### src/hdl/lpp_pkg.sv
package lpp_pkg;

  localparam int MAX_SAMPLES    = 32;
  localparam int NODES_PER_SCAN = 10;
  localparam int ADDR_W         = $clog2(MAX_SAMPLES);

  localparam logic [7:0] SYNC_A         = 8'hCE;
  localparam logic [7:0] SYNC_B         = 8'hFA;
  localparam logic [7:0] MIN_PACKET_LEN = 8'd10;
  localparam logic [7:0] HEADER_BYTES   = 8'd6;

  // floor(a / 360) = floor((a >> 3) * 11651 / 2^19) for every 16-bit a
  localparam logic [13:0] NODE_RECIP = 14'd11651;
  localparam int          NODE_SHIFT = 19;

  typedef enum logic [2:0] {
    ST_RX,
    ST_CHECK,
    ST_ERR,
    ST_READ,
    ST_SAMPLE
  } state_t;

  typedef enum logic [2:0] {
    PKT_OK,
    PKT_SHORT,
    PKT_LENGTH,
    PKT_CHECKSUM,
    PKT_NODE
  } pkt_status_t;

  typedef enum logic [1:0] {
    SCAN_NONE,
    SCAN_FULL,
    SCAN_INCOMPLETE
  } scan_status_t;

endpackage

### src/hdl/lidar_packet_parser.sv
// lidar packet parser: takes the lidar serial stream one byte per item and
// splits it into packets at each 0xCE 0xFA sync pair. Packet bytes are taken one
// item late, so a 0xCE that opens the next sync is never read as data. Distance
// words go into a 32-entry sample memory; the count, angle, running checksum and
// checksum word sit in registers. A packet closes when the next sync pair
// arrives: the block then stops taking bytes, runs the length, checksum and
// node checks in its check state, and emits either one error item or one item
// per sample, reading the memory one entry at a time (a read state and an
// output state per sample; the output state waits out any output stall). While
// a packet is being received and no closed packet is being handled, a byte is
// taken every cycle. Node index is start angle / 360, capped at 15 in the
// result; ok packets mark nodes of the scan, and the last item at the final
// node says whether the whole scan was seen.
module lidar_packet_parser
  import lpp_pkg::*;
(
  input  logic        clk,
  input  logic        rst,
  // input stream
  input  logic        s_axis_tvalid,
  output logic        s_axis_tready,
  input  logic [7:0]  s_axis_tdata,   // [7:0] rx_byte
  // result stream
  output logic        m_axis_tvalid,
  input  logic        m_axis_tready,
  output logic [63:0] m_axis_tdata,   // [12:0] distance, [17:13] sample_index,
                                      // [18] sample_valid, [22:19] node_index,
                                      // [38:23] start_angle, [54:39] sample_count,
                                      // [57:55] packet_status, [59:58] scan_status,
                                      // [63:60] zero
  output logic        m_axis_tlast    // last item of the packet run
);

  state_t state, state_next;

  // packet parse registers
  logic        in_packet;
  logic [7:0]  prev_byte;
  logic [7:0]  byte_pos;
  logic        overflow;
  logic [15:0] count_field;
  logic [15:0] angle_field;
  logic [15:0] sum_acc;
  logic [15:0] check_word;
  logic [7:0]  lo_byte;

  // node tracking
  logic [26:0]               node_prod;
  logic [7:0]                node_q;
  logic [3:0]                node_out;
  logic [NODES_PER_SCAN-1:0] node_seen;
  logic [NODES_PER_SCAN-1:0] seen_new;

  // close handling
  pkt_status_t  status_q, status_calc;
  scan_status_t scan_q;
  logic [ADDR_W-1:0] k;
  logic              k_last;

  // sample memory
  logic [12:0] mem [MAX_SAMPLES];
  logic [12:0] rd_data;
  logic        mem_we;
  logic [ADDR_W-1:0] mem_waddr;

  logic        in_acc, out_acc, sync, finish;
  logic [7:0]  off;
  logic [6:0]  w;
  logic        hi;
  logic        w_in_count, w_is_check, w_stored;
  logic [17:0] exp_len;
  logic [15:0] csum;

  assign in_acc  = s_axis_tvalid && s_axis_tready;
  assign out_acc = m_axis_tvalid && m_axis_tready;
  assign sync    = (prev_byte == SYNC_A) && (s_axis_tdata == SYNC_B);

  // data byte decode: offset past the header, word number and byte half
  assign off        = byte_pos - HEADER_BYTES;
  assign w          = off[7:1];
  assign hi         = off[0];
  assign w_in_count = {9'd0, w} < count_field;
  assign w_is_check = {9'd0, w} == count_field;
  assign w_stored   = w < 7'(MAX_SAMPLES);

  assign mem_we    = in_acc && in_packet && !sync && (byte_pos >= HEADER_BYTES)
                     && w_in_count && w_stored && hi;
  assign mem_waddr = w[ADDR_W-1:0];

  // angle / 360 by reciprocal multiply, registered
  assign node_prod = angle_field[15:3] * NODE_RECIP;
  assign node_out  = (node_q > 8'd15) ? 4'd15 : node_q[3:0];

  // close checks
  assign exp_len = {1'b0, count_field, 1'b0} + 18'd8;
  assign csum    = 16'(sum_acc + count_field + angle_field);

  always_comb begin
    if (byte_pos < MIN_PACKET_LEN) begin
      status_calc = PKT_SHORT;
    end else if ({10'd0, byte_pos} != exp_len || overflow) begin
      status_calc = PKT_LENGTH;
    end else if (csum != check_word) begin
      status_calc = PKT_CHECKSUM;
    end else if (node_q >= 8'(NODES_PER_SCAN)) begin
      status_calc = PKT_NODE;
    end else begin
      status_calc = PKT_OK;
    end
  end

  // node 0 starts a new scan
  always_comb begin
    seen_new = (node_q == 8'd0) ? '0 : node_seen;
    for (int i = 0; i < NODES_PER_SCAN; i++) begin
      if (node_q == 8'(i)) begin
        seen_new[i] = 1'b1;
      end
    end
  end

  assign k_last = (k == ADDR_W'(count_field - 16'd1));
  assign finish = out_acc && m_axis_tlast;

  // next state
  always_comb begin
    state_next = state;
    case (state)
      ST_RX: begin
        if (in_acc && in_packet && sync) begin
          state_next = ST_CHECK;
        end
      end
      ST_CHECK: begin
        state_next = (status_calc == PKT_OK) ? ST_READ : ST_ERR;
      end
      ST_ERR: begin
        if (out_acc) begin
          state_next = ST_RX;
        end
      end
      ST_READ: begin
        state_next = ST_SAMPLE;
      end
      ST_SAMPLE: begin
        if (out_acc) begin
          state_next = k_last ? ST_RX : ST_READ;
        end
      end
      default: begin
        state_next = ST_RX;
      end
    endcase
  end

  // handshake and result fields
  always_comb begin
    s_axis_tready = 1'b0;
    m_axis_tvalid = 1'b0;
    m_axis_tlast  = 1'b0;
    m_axis_tdata  = '0;
    m_axis_tdata[22:19] = node_out;
    m_axis_tdata[38:23] = angle_field;
    m_axis_tdata[54:39] = count_field;
    m_axis_tdata[57:55] = status_q;
    case (state)
      ST_RX: begin
        s_axis_tready = 1'b1;
      end
      ST_ERR: begin
        m_axis_tvalid = 1'b1;
        m_axis_tlast  = 1'b1;
      end
      ST_SAMPLE: begin
        m_axis_tvalid       = 1'b1;
        m_axis_tlast        = k_last;
        m_axis_tdata[12:0]  = rd_data;
        m_axis_tdata[17:13] = 5'(k);
        m_axis_tdata[18]    = 1'b1;
        m_axis_tdata[59:58] = k_last ? scan_q : SCAN_NONE;
      end
      default: begin
      end
    endcase
  end

  always_ff @(posedge clk) begin
    if (rst) begin
      state       <= ST_RX;
      in_packet   <= 1'b0;
      prev_byte   <= '0;
      byte_pos    <= '0;
      overflow    <= 1'b0;
      count_field <= '0;
      angle_field <= '0;
      sum_acc     <= '0;
      check_word  <= '0;
      node_seen   <= '0;
      status_q    <= PKT_OK;
      scan_q      <= SCAN_NONE;
      k           <= '0;
    end else begin
      state <= state_next;

      if (in_acc) begin
        prev_byte <= s_axis_tdata;
        if (!in_packet && sync) begin
          in_packet   <= 1'b1;
          byte_pos    <= 8'd1;
          overflow    <= 1'b0;
          count_field <= '0;
          angle_field <= '0;
          sum_acc     <= '0;
          check_word  <= '0;
        end else if (in_packet && !sync) begin
          if (byte_pos != 8'd255) begin
            byte_pos <= byte_pos + 8'd1;
          end
          case (byte_pos)
            8'd2: count_field <= {8'd0, prev_byte};
            8'd3: begin
              count_field <= {prev_byte, count_field[7:0]};
              overflow    <= {prev_byte, count_field[7:0]} > 16'(MAX_SAMPLES);
            end
            8'd4: angle_field <= {8'd0, prev_byte};
            8'd5: angle_field <= {prev_byte, angle_field[7:0]};
            default: begin
              if (byte_pos >= HEADER_BYTES) begin
                if (w_in_count) begin
                  sum_acc <= hi ? sum_acc + {prev_byte, 8'd0}
                                : sum_acc + {8'd0, prev_byte};
                end else if (w_is_check) begin
                  check_word <= hi ? {prev_byte, check_word[7:0]}
                                   : {8'd0, prev_byte};
                end
              end
            end
          endcase
        end
      end

      if (state == ST_CHECK) begin
        status_q <= status_calc;
        k        <= '0;
        scan_q   <= SCAN_NONE;
        if (status_calc == PKT_OK) begin
          if (node_q == 8'(NODES_PER_SCAN - 1)) begin
            scan_q    <= (&seen_new) ? SCAN_FULL : SCAN_INCOMPLETE;
            node_seen <= '0;
          end else begin
            node_seen <= seen_new;
          end
        end
      end

      if (state == ST_SAMPLE && out_acc && !k_last) begin
        k <= k + ADDR_W'(1);
      end

      // the closing sync pair opens the next packet once the run is out
      if (finish) begin
        byte_pos    <= 8'd1;
        overflow    <= 1'b0;
        count_field <= '0;
        angle_field <= '0;
        sum_acc     <= '0;
        check_word  <= '0;
      end
    end
  end

  // payload registers
  always_ff @(posedge clk) begin
    node_q <= node_prod[26:NODE_SHIFT];
    if (in_acc && in_packet && !sync && (byte_pos >= HEADER_BYTES) && !hi) begin
      lo_byte <= prev_byte;
    end
  end

  // sample memory: written while receiving, read only while input is held
  always_ff @(posedge clk) begin
    if (mem_we) begin
      mem[mem_waddr] <= {prev_byte[4:0], lo_byte};
    end
    if (state == ST_READ) begin
      rd_data <= mem[k];
    end
  end

`ifndef SYNTHESIS
  a_no_overlap: assert property (@(posedge clk) disable iff (rst)
    m_axis_tvalid |-> !s_axis_tready)
    else $error("input taken while a result is pending");

  a_sample_ok: assert property (@(posedge clk) disable iff (rst)
    (m_axis_tvalid && m_axis_tdata[18]) |-> (m_axis_tdata[57:55] == PKT_OK))
    else $error("sample item carries an error status");

  a_err_last: assert property (@(posedge clk) disable iff (rst)
    (m_axis_tvalid && !m_axis_tdata[18]) |-> m_axis_tlast)
    else $error("error item not marked last");

  a_scan_on_last: assert property (@(posedge clk) disable iff (rst)
    (m_axis_tvalid && !m_axis_tlast) |-> (m_axis_tdata[59:58] == SCAN_NONE))
    else $error("scan status before last item");

  a_check_one: assert property (@(posedge clk) disable iff (rst)
    (state == ST_CHECK) |=> (state == ST_READ || state == ST_ERR))
    else $error("close check did not resolve");

  a_no_write_on_read: assert property (@(posedge clk) disable iff (rst)
    (state == ST_READ) |-> !mem_we)
    else $error("sample memory written during readout");
`endif

endmodule

### config.mk
export PLATFORM = sky130hd
export DESIGN_NAME = lidar_packet_parser
export DESIGN_NICKNAME = d
export VERILOG_FILES = /design/src/hdl/lpp_pkg.sv /design/src/hdl/lidar_packet_parser.sv
export SDC_FILE = /design/constraint.sdc
export NUM_CORES = 1
export LEC_CHECK = 0
export BUFFER_PORTS_ARGS = -buffer_cell sky130_fd_sc_hd__buf_4
export CAP_MARGIN = 20
export CORE_ASPECT_RATIO = 1.2
export CORE_MARGIN = 5
export CORE_UTILIZATION = 60
export CTS_CLUSTER_DIAMETER = 100
export DETAILED_ROUTE_END_ITERATION = 10
export PLACE_DENSITY = 0.77
export SYNTH_ARGS = -nofsm -noshare
export SYNTH_HDL_FRONTEND = slang
export SYNTH_SLANG_ARGS = --single-unit
### constraint.sdc
create_clock -name clk -period 9.3 [get_ports clk]
set_clock_uncertainty 0.15 [all_clocks]
set_input_delay 1.86 -clock clk [delete_from_list [all_inputs] [get_ports clk]]
set_output_delay 1.86 -clock clk [all_outputs]
set_load 0.1 [all_outputs]
* Word-level counts from Yosys, hierarchy flattened
Memories as Yosys holds them, arrays and structs flattened. A register that Yosys moved wholly into a read port is not among the register bits. Index checks and enable logic that the tools add are counted.
Word-level totals: register bits 121, memory bits (writable) 416, input bits 12, output and inout port bits 67, word-level logic and storage cells 187, memories kept 1
Memories:
- mem | depth 32, bits a word 13, rd ports 1, clocked after Yosys merged registers in 1, wr ports 1, RTL line lidar_packet_parser.sv:61 | logic [12:0] mem [MAX_SAMPLES];
Cells by class: add/subtract/negate cells 9, multiply operators 1, magnitude comparators 7, eq/ne operators 32, mux-type cells 63, reduce and logical (&&, ||, !) cells 55
Operators by type and width (count):
- 2-to-1 mux 16 bit | 17
- case mux 16 bit (2 select lines) | 2
- adder 16 bit | 3
- == test 8 x 3 -> 1 bit (second input constant) | 6
- == test 8 x 2 -> 1 bit (second input constant) | 4
- multiplier 13 x 14 -> 27 bit (second input constant) | 1
- 2-to-1 mux 8 bit | 3
- 2-to-1 mux 3 bit | 7
- 2-to-1 mux 1 bit | 20
- 2-to-1 mux 10 bit | 2
- nonzero test 2 bit | 10
- 2-to-1 mux 19 bit | 1
- adder 17 x 4 -> 18 bit (second input constant) | 1
- inequality test 8 x 18 -> 1 bit | 1
- AND reduction 3 bit | 6
- adder 16 x 8 -> 16 bit | 1
- == test 7 x 16 -> 1 bit | 1
- == test 8 x 4 -> 1 bit (second input constant) | 2
- == test 8 bit (second input constant) | 2
- > comparator 16 x 6 -> 1 bit (second input constant) | 1
- logical AND 1 bit | 16
- less-than comparator 7 x 16 -> 1 bit | 1
- inequality test 16 bit | 1
- case mux 3 bit (5 select lines) | 1
- other kinds (34) | 57

* Longest topological paths before layout
depth in word-level cells 11, mapped depth 18, gate-level depth less buffers 18

* Worst setup path after synthesis
Ideal clock, no wire load.
kind register -> register, start register state[2], end memory mem[24][0], enable pin, library setup time 0.417 ns, data arrival time 5.550 ns, data required time 8.733 ns, setup slack 3.183 ns, cell stages (with the launch flop) 10, path buffers 1, period minus slack after synthesis 6.117 ns, cells stage by stage dfxtp_1 -> clkbuf_1 -> nor3_1 -> nand2_1 -> a211oi_1 -> nand2_1 -> or3_1 -> nor3_1 -> nand2_1 -> nor4_1
On the way: cells in the longest elaborated chain, start to end 11
Ends and longest elaborated chain:
- from (decl) | RTL line lidar_packet_parser.sv:34 | state_t state, state_next;
- from (signal assigned) | RTL line lidar_packet_parser.sv:203 | state <= state_next;
- zero test 3 bit | RTL line lidar_packet_parser.sv:166 | case (state)
- 2-to-1 mux 1 bit | RTL line lidar_packet_parser.sv:166
- named net s_axis_tready | RTL line lidar_packet_parser.sv:21 | output logic s_axis_tready,
- logical AND 1 bit | RTL line lidar_packet_parser.sv:74 | assign in_acc = s_axis_tvalid && s_axis_tready;
- logical AND 1 bit (3 in series) | RTL line lidar_packet_parser.sv:86 | assign mem_we = in_acc && in_packet && !sync && (byte_pos >= HEADER_BYTES)
- logical AND 1 bit (3 in series) | RTL line lidar_packet_parser.sv:87 | && w_in_count && w_stored && hi;
- 2-to-1 mux 1 bit | RTL line lidar_packet_parser.sv:282 | if (mem_we) begin
- 2-to-1 mux 1 bit (implied by the code) | RTL line lidar_packet_parser.sv:283 | mem[mem_waddr] <= {prev_byte[4:0], lo_byte};
- to (decl) | RTL line lidar_packet_parser.sv:61
The timed path passes the listed nets, and every way through them passes these cells.

* Worst setup path after layout
start register count_field[0], end output port m_axis_tlast
On the way: cells in the longest elaborated chain, start to end 3
Ends and longest elaborated chain:
- from (decl) | RTL line lidar_packet_parser.sv:41 | logic [15:0] count_field;
- from (signal assigned) | RTL line lidar_packet_parser.sv:220 | 8'd2: count_field <= {8'd0, prev_byte};
- from (signal assigned) | RTL line lidar_packet_parser.sv:222 | count_field <= {prev_byte, count_field[7:0]};
- subtractor 5 x 1 -> 5 bit | RTL line lidar_packet_parser.sv:122 | assign k_last = (k == ADDR_W'(count_field - 16'd1));
- == test 5 bit | RTL line lidar_packet_parser.sv:122
- case mux 1 bit (2 select lines) | RTL line lidar_packet_parser.sv:166
- to (decl) | RTL line lidar_packet_parser.sv:31 | output logic m_axis_tlast
No other way between the ends.

==> impl_metrics.env <==
export IMPL_path_max_fanout=6
export IMPL_cp_slowest_cell="a211oi_1"
export IMPL_n_antenna_cell=0
export IMPL_synth_flop_cell="edfxtp_1"
export IMPL_fin_ws_ps=3490
export IMPL_outcome="finished clean"
export IMPL_timing_final_crit_share_pct=62.5
export IMPL_ir_drop_mv=0.131
export IMPL_tns_ps=0
export IMPL_synth_xor_area_share_pct=2.60
export IMPL_maxCapViolCount=0
export IMPL_final_common_cell="edfxtp_1"
export IMPL_drc_errors=0
export IMPL_cts_sinks=550
export IMPL_finalHoldViolations=0
export IMPL_grt_pass1_wl_um=102000
export IMPL_synthSimpleGateAreaFrac_pct=8.23
export IMPL_reg2reg_from="angle_field[8]"
export IMPL_cts_tree="done"
export IMPL_crit_chain="inv_1 -> ha_1 -> nand2b_1 -> a21o_1 -> a211oi_1 -> nand2_1 -> nor2_1 -> o21a_1 -> buf_4"
export IMPL_drive_gt1_share_pct=18.6
export IMPL_r2r_end="node_q[7]"
export IMPL_rsz0062_at_grt="no"
export IMPL_initial_core_util_pct=60.2
export IMPL_die_width_um=203
export IMPL_ctsResizeCount=0
export IMPL_gp_congestion=0.930
export IMPL_worst_ep_required_time_ps=7290
export IMPL_synth_yosys_warnings=0
export IMPL_ant_nets=0
export IMPL_r2r_cells=18
export IMPL_wl_per_cell_um=26.1
export IMPL_worst_setup_path_type="reg2out"
export IMPL_layout_common_cells="437 x edfxtp_1, 136 x ha_1, 130 x mux4_2"
export IMPL_insertion_delay_ps=600
export IMPL_p_leak_nw=11.1
export IMPL_hpwl_um=42800
export IMPL_cp_end_kind="output port"
export IMPL_drv_slew=0
export IMPL_fmax_mhz=172
export IMPL_htree_levels=2
export IMPL_synth_edff_count=437
export IMPL_hp_class="reg2reg"
export IMPL_grt_antenna_before_repair=0
export IMPL_cp_endpoint="m_axis_tlast"
export IMPL_grt_max_degree=60
export IMPL_dp_slack_ps=3840
export IMPL_muxShareOfSynthArea_pct=11.6
export IMPL_synth_top_cell_by_area="edfxtp_1"
export IMPL_rows=85
export IMPL_drtIter0Drc=1282
export IMPL_synth_area_um2=26800
export IMPL_routed_via_density=6.39
export IMPL_max_slew_margin_pct=25.1
export IMPL_synth_area_leaders="edfxtp_1 49%, mux4_2 11%, dfxtp_1 8.4%"
export IMPL_dieArea_um2=49100
export IMPL_fin_nets=2181
export IMPL_io_buffers=74
export IMPL_synth_top_family_by_area="multiplexers"
export IMPL_final_util_pct=66.9
export IMPL_grtUsageTotal_pct=27.5
export IMPL_via_count=16500
export IMPL_die_h_um=242
export IMPL_core_area_um2=44600
export IMPL_cts_root_buf="clkbuf_16"
export IMPL_synth_compound_area_share_pct=6.34
export IMPL_tightest_slew_ps=1120
export IMPL_r2r_slack_ps=3820
export IMPL_io_pin_count=79
export IMPL_area_delta_synth_final_pct=11.1
export IMPL_drt_wl_total_um=67400
export IMPL_cp_startpoint="count_field[0]"
export IMPL_syn_inst=1892
export IMPL_arrival_ps=3800
export IMPL_synth_top_area_share_pct=48.9
export IMPL_clock_path_buffers=3
export IMPL_cpPeakStageDelay_ps=670
export IMPL_grt_pass1_vias=17000
export IMPL_post_route_min_period_ps=5810
export IMPL_synth_async_reset_ratio_pct=0
export IMPL_grt_ovfl_total=0
export IMPL_ys_ff_latch=550
export IMPL_cp_start_kind="register"
export IMPL_path_clk_slew_ps=60
export IMPL_firstDrtPassIters=5
export IMPL_synth_cell_type_count=73
export IMPL_hold_buffers=0
export IMPL_synth_adder_area_share_pct=10.8
export IMPL_cts_setup_buffers=0
export IMPL_setup_viol=0
export IMPL_seq_area_frac_synth_pct=57.3
export IMPL_avgSynthCellArea_um2=14.2
export IMPL_powerDensity_nw_per_um2=161
export IMPL_cts_buffers=51
==> metal layers <==
layer / up-vias / GRT usage [%] / part of all wire (%)
met3: 184 / 4.35 / 6.8
met1: 8246 / 33.6 / 36
met4: 0 / 11.2 / 4.7
met5: - / 0 / 0
met2: 762 / 48.8 / 52
li1: 7299 / - / -
==> flip-flops by register name, indices dropped and copies added (netlist names), 5 cells and up <==
| register | cells |
|---|---|
| mem | 416 |
| rd_data | 13 |
| node_seen | 10 |
| lo_byte | 8 |
| angle_field | 16 |
| sum_acc | 16 |
| count_field | 16 |
| k | 5 |
| prev_byte | 8 |
| byte_pos | 8 |
| node_q | 8 |
| check_word | 16 |
==> Yosys cell counts, types with 5 or more instances <==
cell type and number:
dfxtp_1 113, or4_1 9, buf_2 7, a21o_1 11, nor3_1 32, a21oi_1 91
nor4_1 17, o21a_1 16, a211oi_1 8, nand4_1 18, buf_1 14, o21ai_0 29
nor2_1 115, edfxtp_1 437, o21ai_1 6, a22oi_1 25, o31ai_1 5, inv_1 126
o21bai_1 7, nand2b_1 11, and3_1 29, ha_1 136, mux2_2 15, clkbuf_1 63
nand2_1 111, or3_1 11, a22o_1 10, buf_4 5, and2_1 6, xor2_1 37
nand3_1 50, nand4b_1 5, o211ai_1 10, xnor2_1 40, fa_1 60, or2_2 7
nor2b_1 6, mux4_2 130
==> stage by stage <==
step                      hold WS, ps  total power (W)  std cells  instance area, µm²
after global placement            288          0.00275       2483               28100
after floorplan                   277          0.00273       1895               26900
after detailed placement          294          0.00275       2483               28100
after CTS                         303          0.00483       2577               29800
final                             301          0.00481       2579               29800
after global routing              317          0.00495       2579               29800
==> worst min-delay path by stage <==
| stage | startpoint | to | slack (ps) | cells past startpoint |
|---|---|---|---|---|
| floorplan | scan_q[0] | scan_q[0] | 280 | 2 |
| global placement | scan_q[0] | scan_q[0] | 290 | 2 |
| detailed placement | scan_q[1] | scan_q[1] | 290 | 2 |
| CTS | scan_q[1] | scan_q[1] | 300 | 2 |
| global route | node_seen[2] | node_seen[2] | 320 | 2 |
| finish | scan_q[1] | scan_q[1] | 300 | 2 |
==> layout make-up <==
type,count,area (µm²)
Multi-Input combinational cell,1130,10700
Tap cell,565,707
Inverter,126,473
Timing Repair Buffer,114,863
Clock inverter,29,322
Sequential cell,550,15400
Fill cell,3018,14700
Clock buffer,65,1360
==> report_power, final <==
part           internal [W]  switching, W  leakage [nW]   total, W
Sequential          0.00263    0.00000314          5.00    0.00263
Clock               0.00119      0.000929         0.816    0.00212
Combinational     0.0000145     0.0000511          5.28  0.0000657
==> critical path: cells and delay by family, from the launching register on <==
| family | cells | cell delay, ps |
|---|---|---|
| adder cells (fa/ha/maj) | 1 | 290 |
| AO/OA/AOI/OAI | 3 | 1070 |
| flip-flops | 1 | 630 |
| AND/OR/NAND/NOR | 3 | 610 |
| buffers and inverters | 2 | 610 |
==> cell families after synthesis <==
kind of cell / Yosys count
AOI/OAI and AO/OA: 259
xor gates and xnor gates: 78
adders and majority gates: 196
buffers and inverters: 215
DFF: 550
muxes: 146
other: 1
and+or+nand+nor: 447
Power figures use the tool's default switching activity.
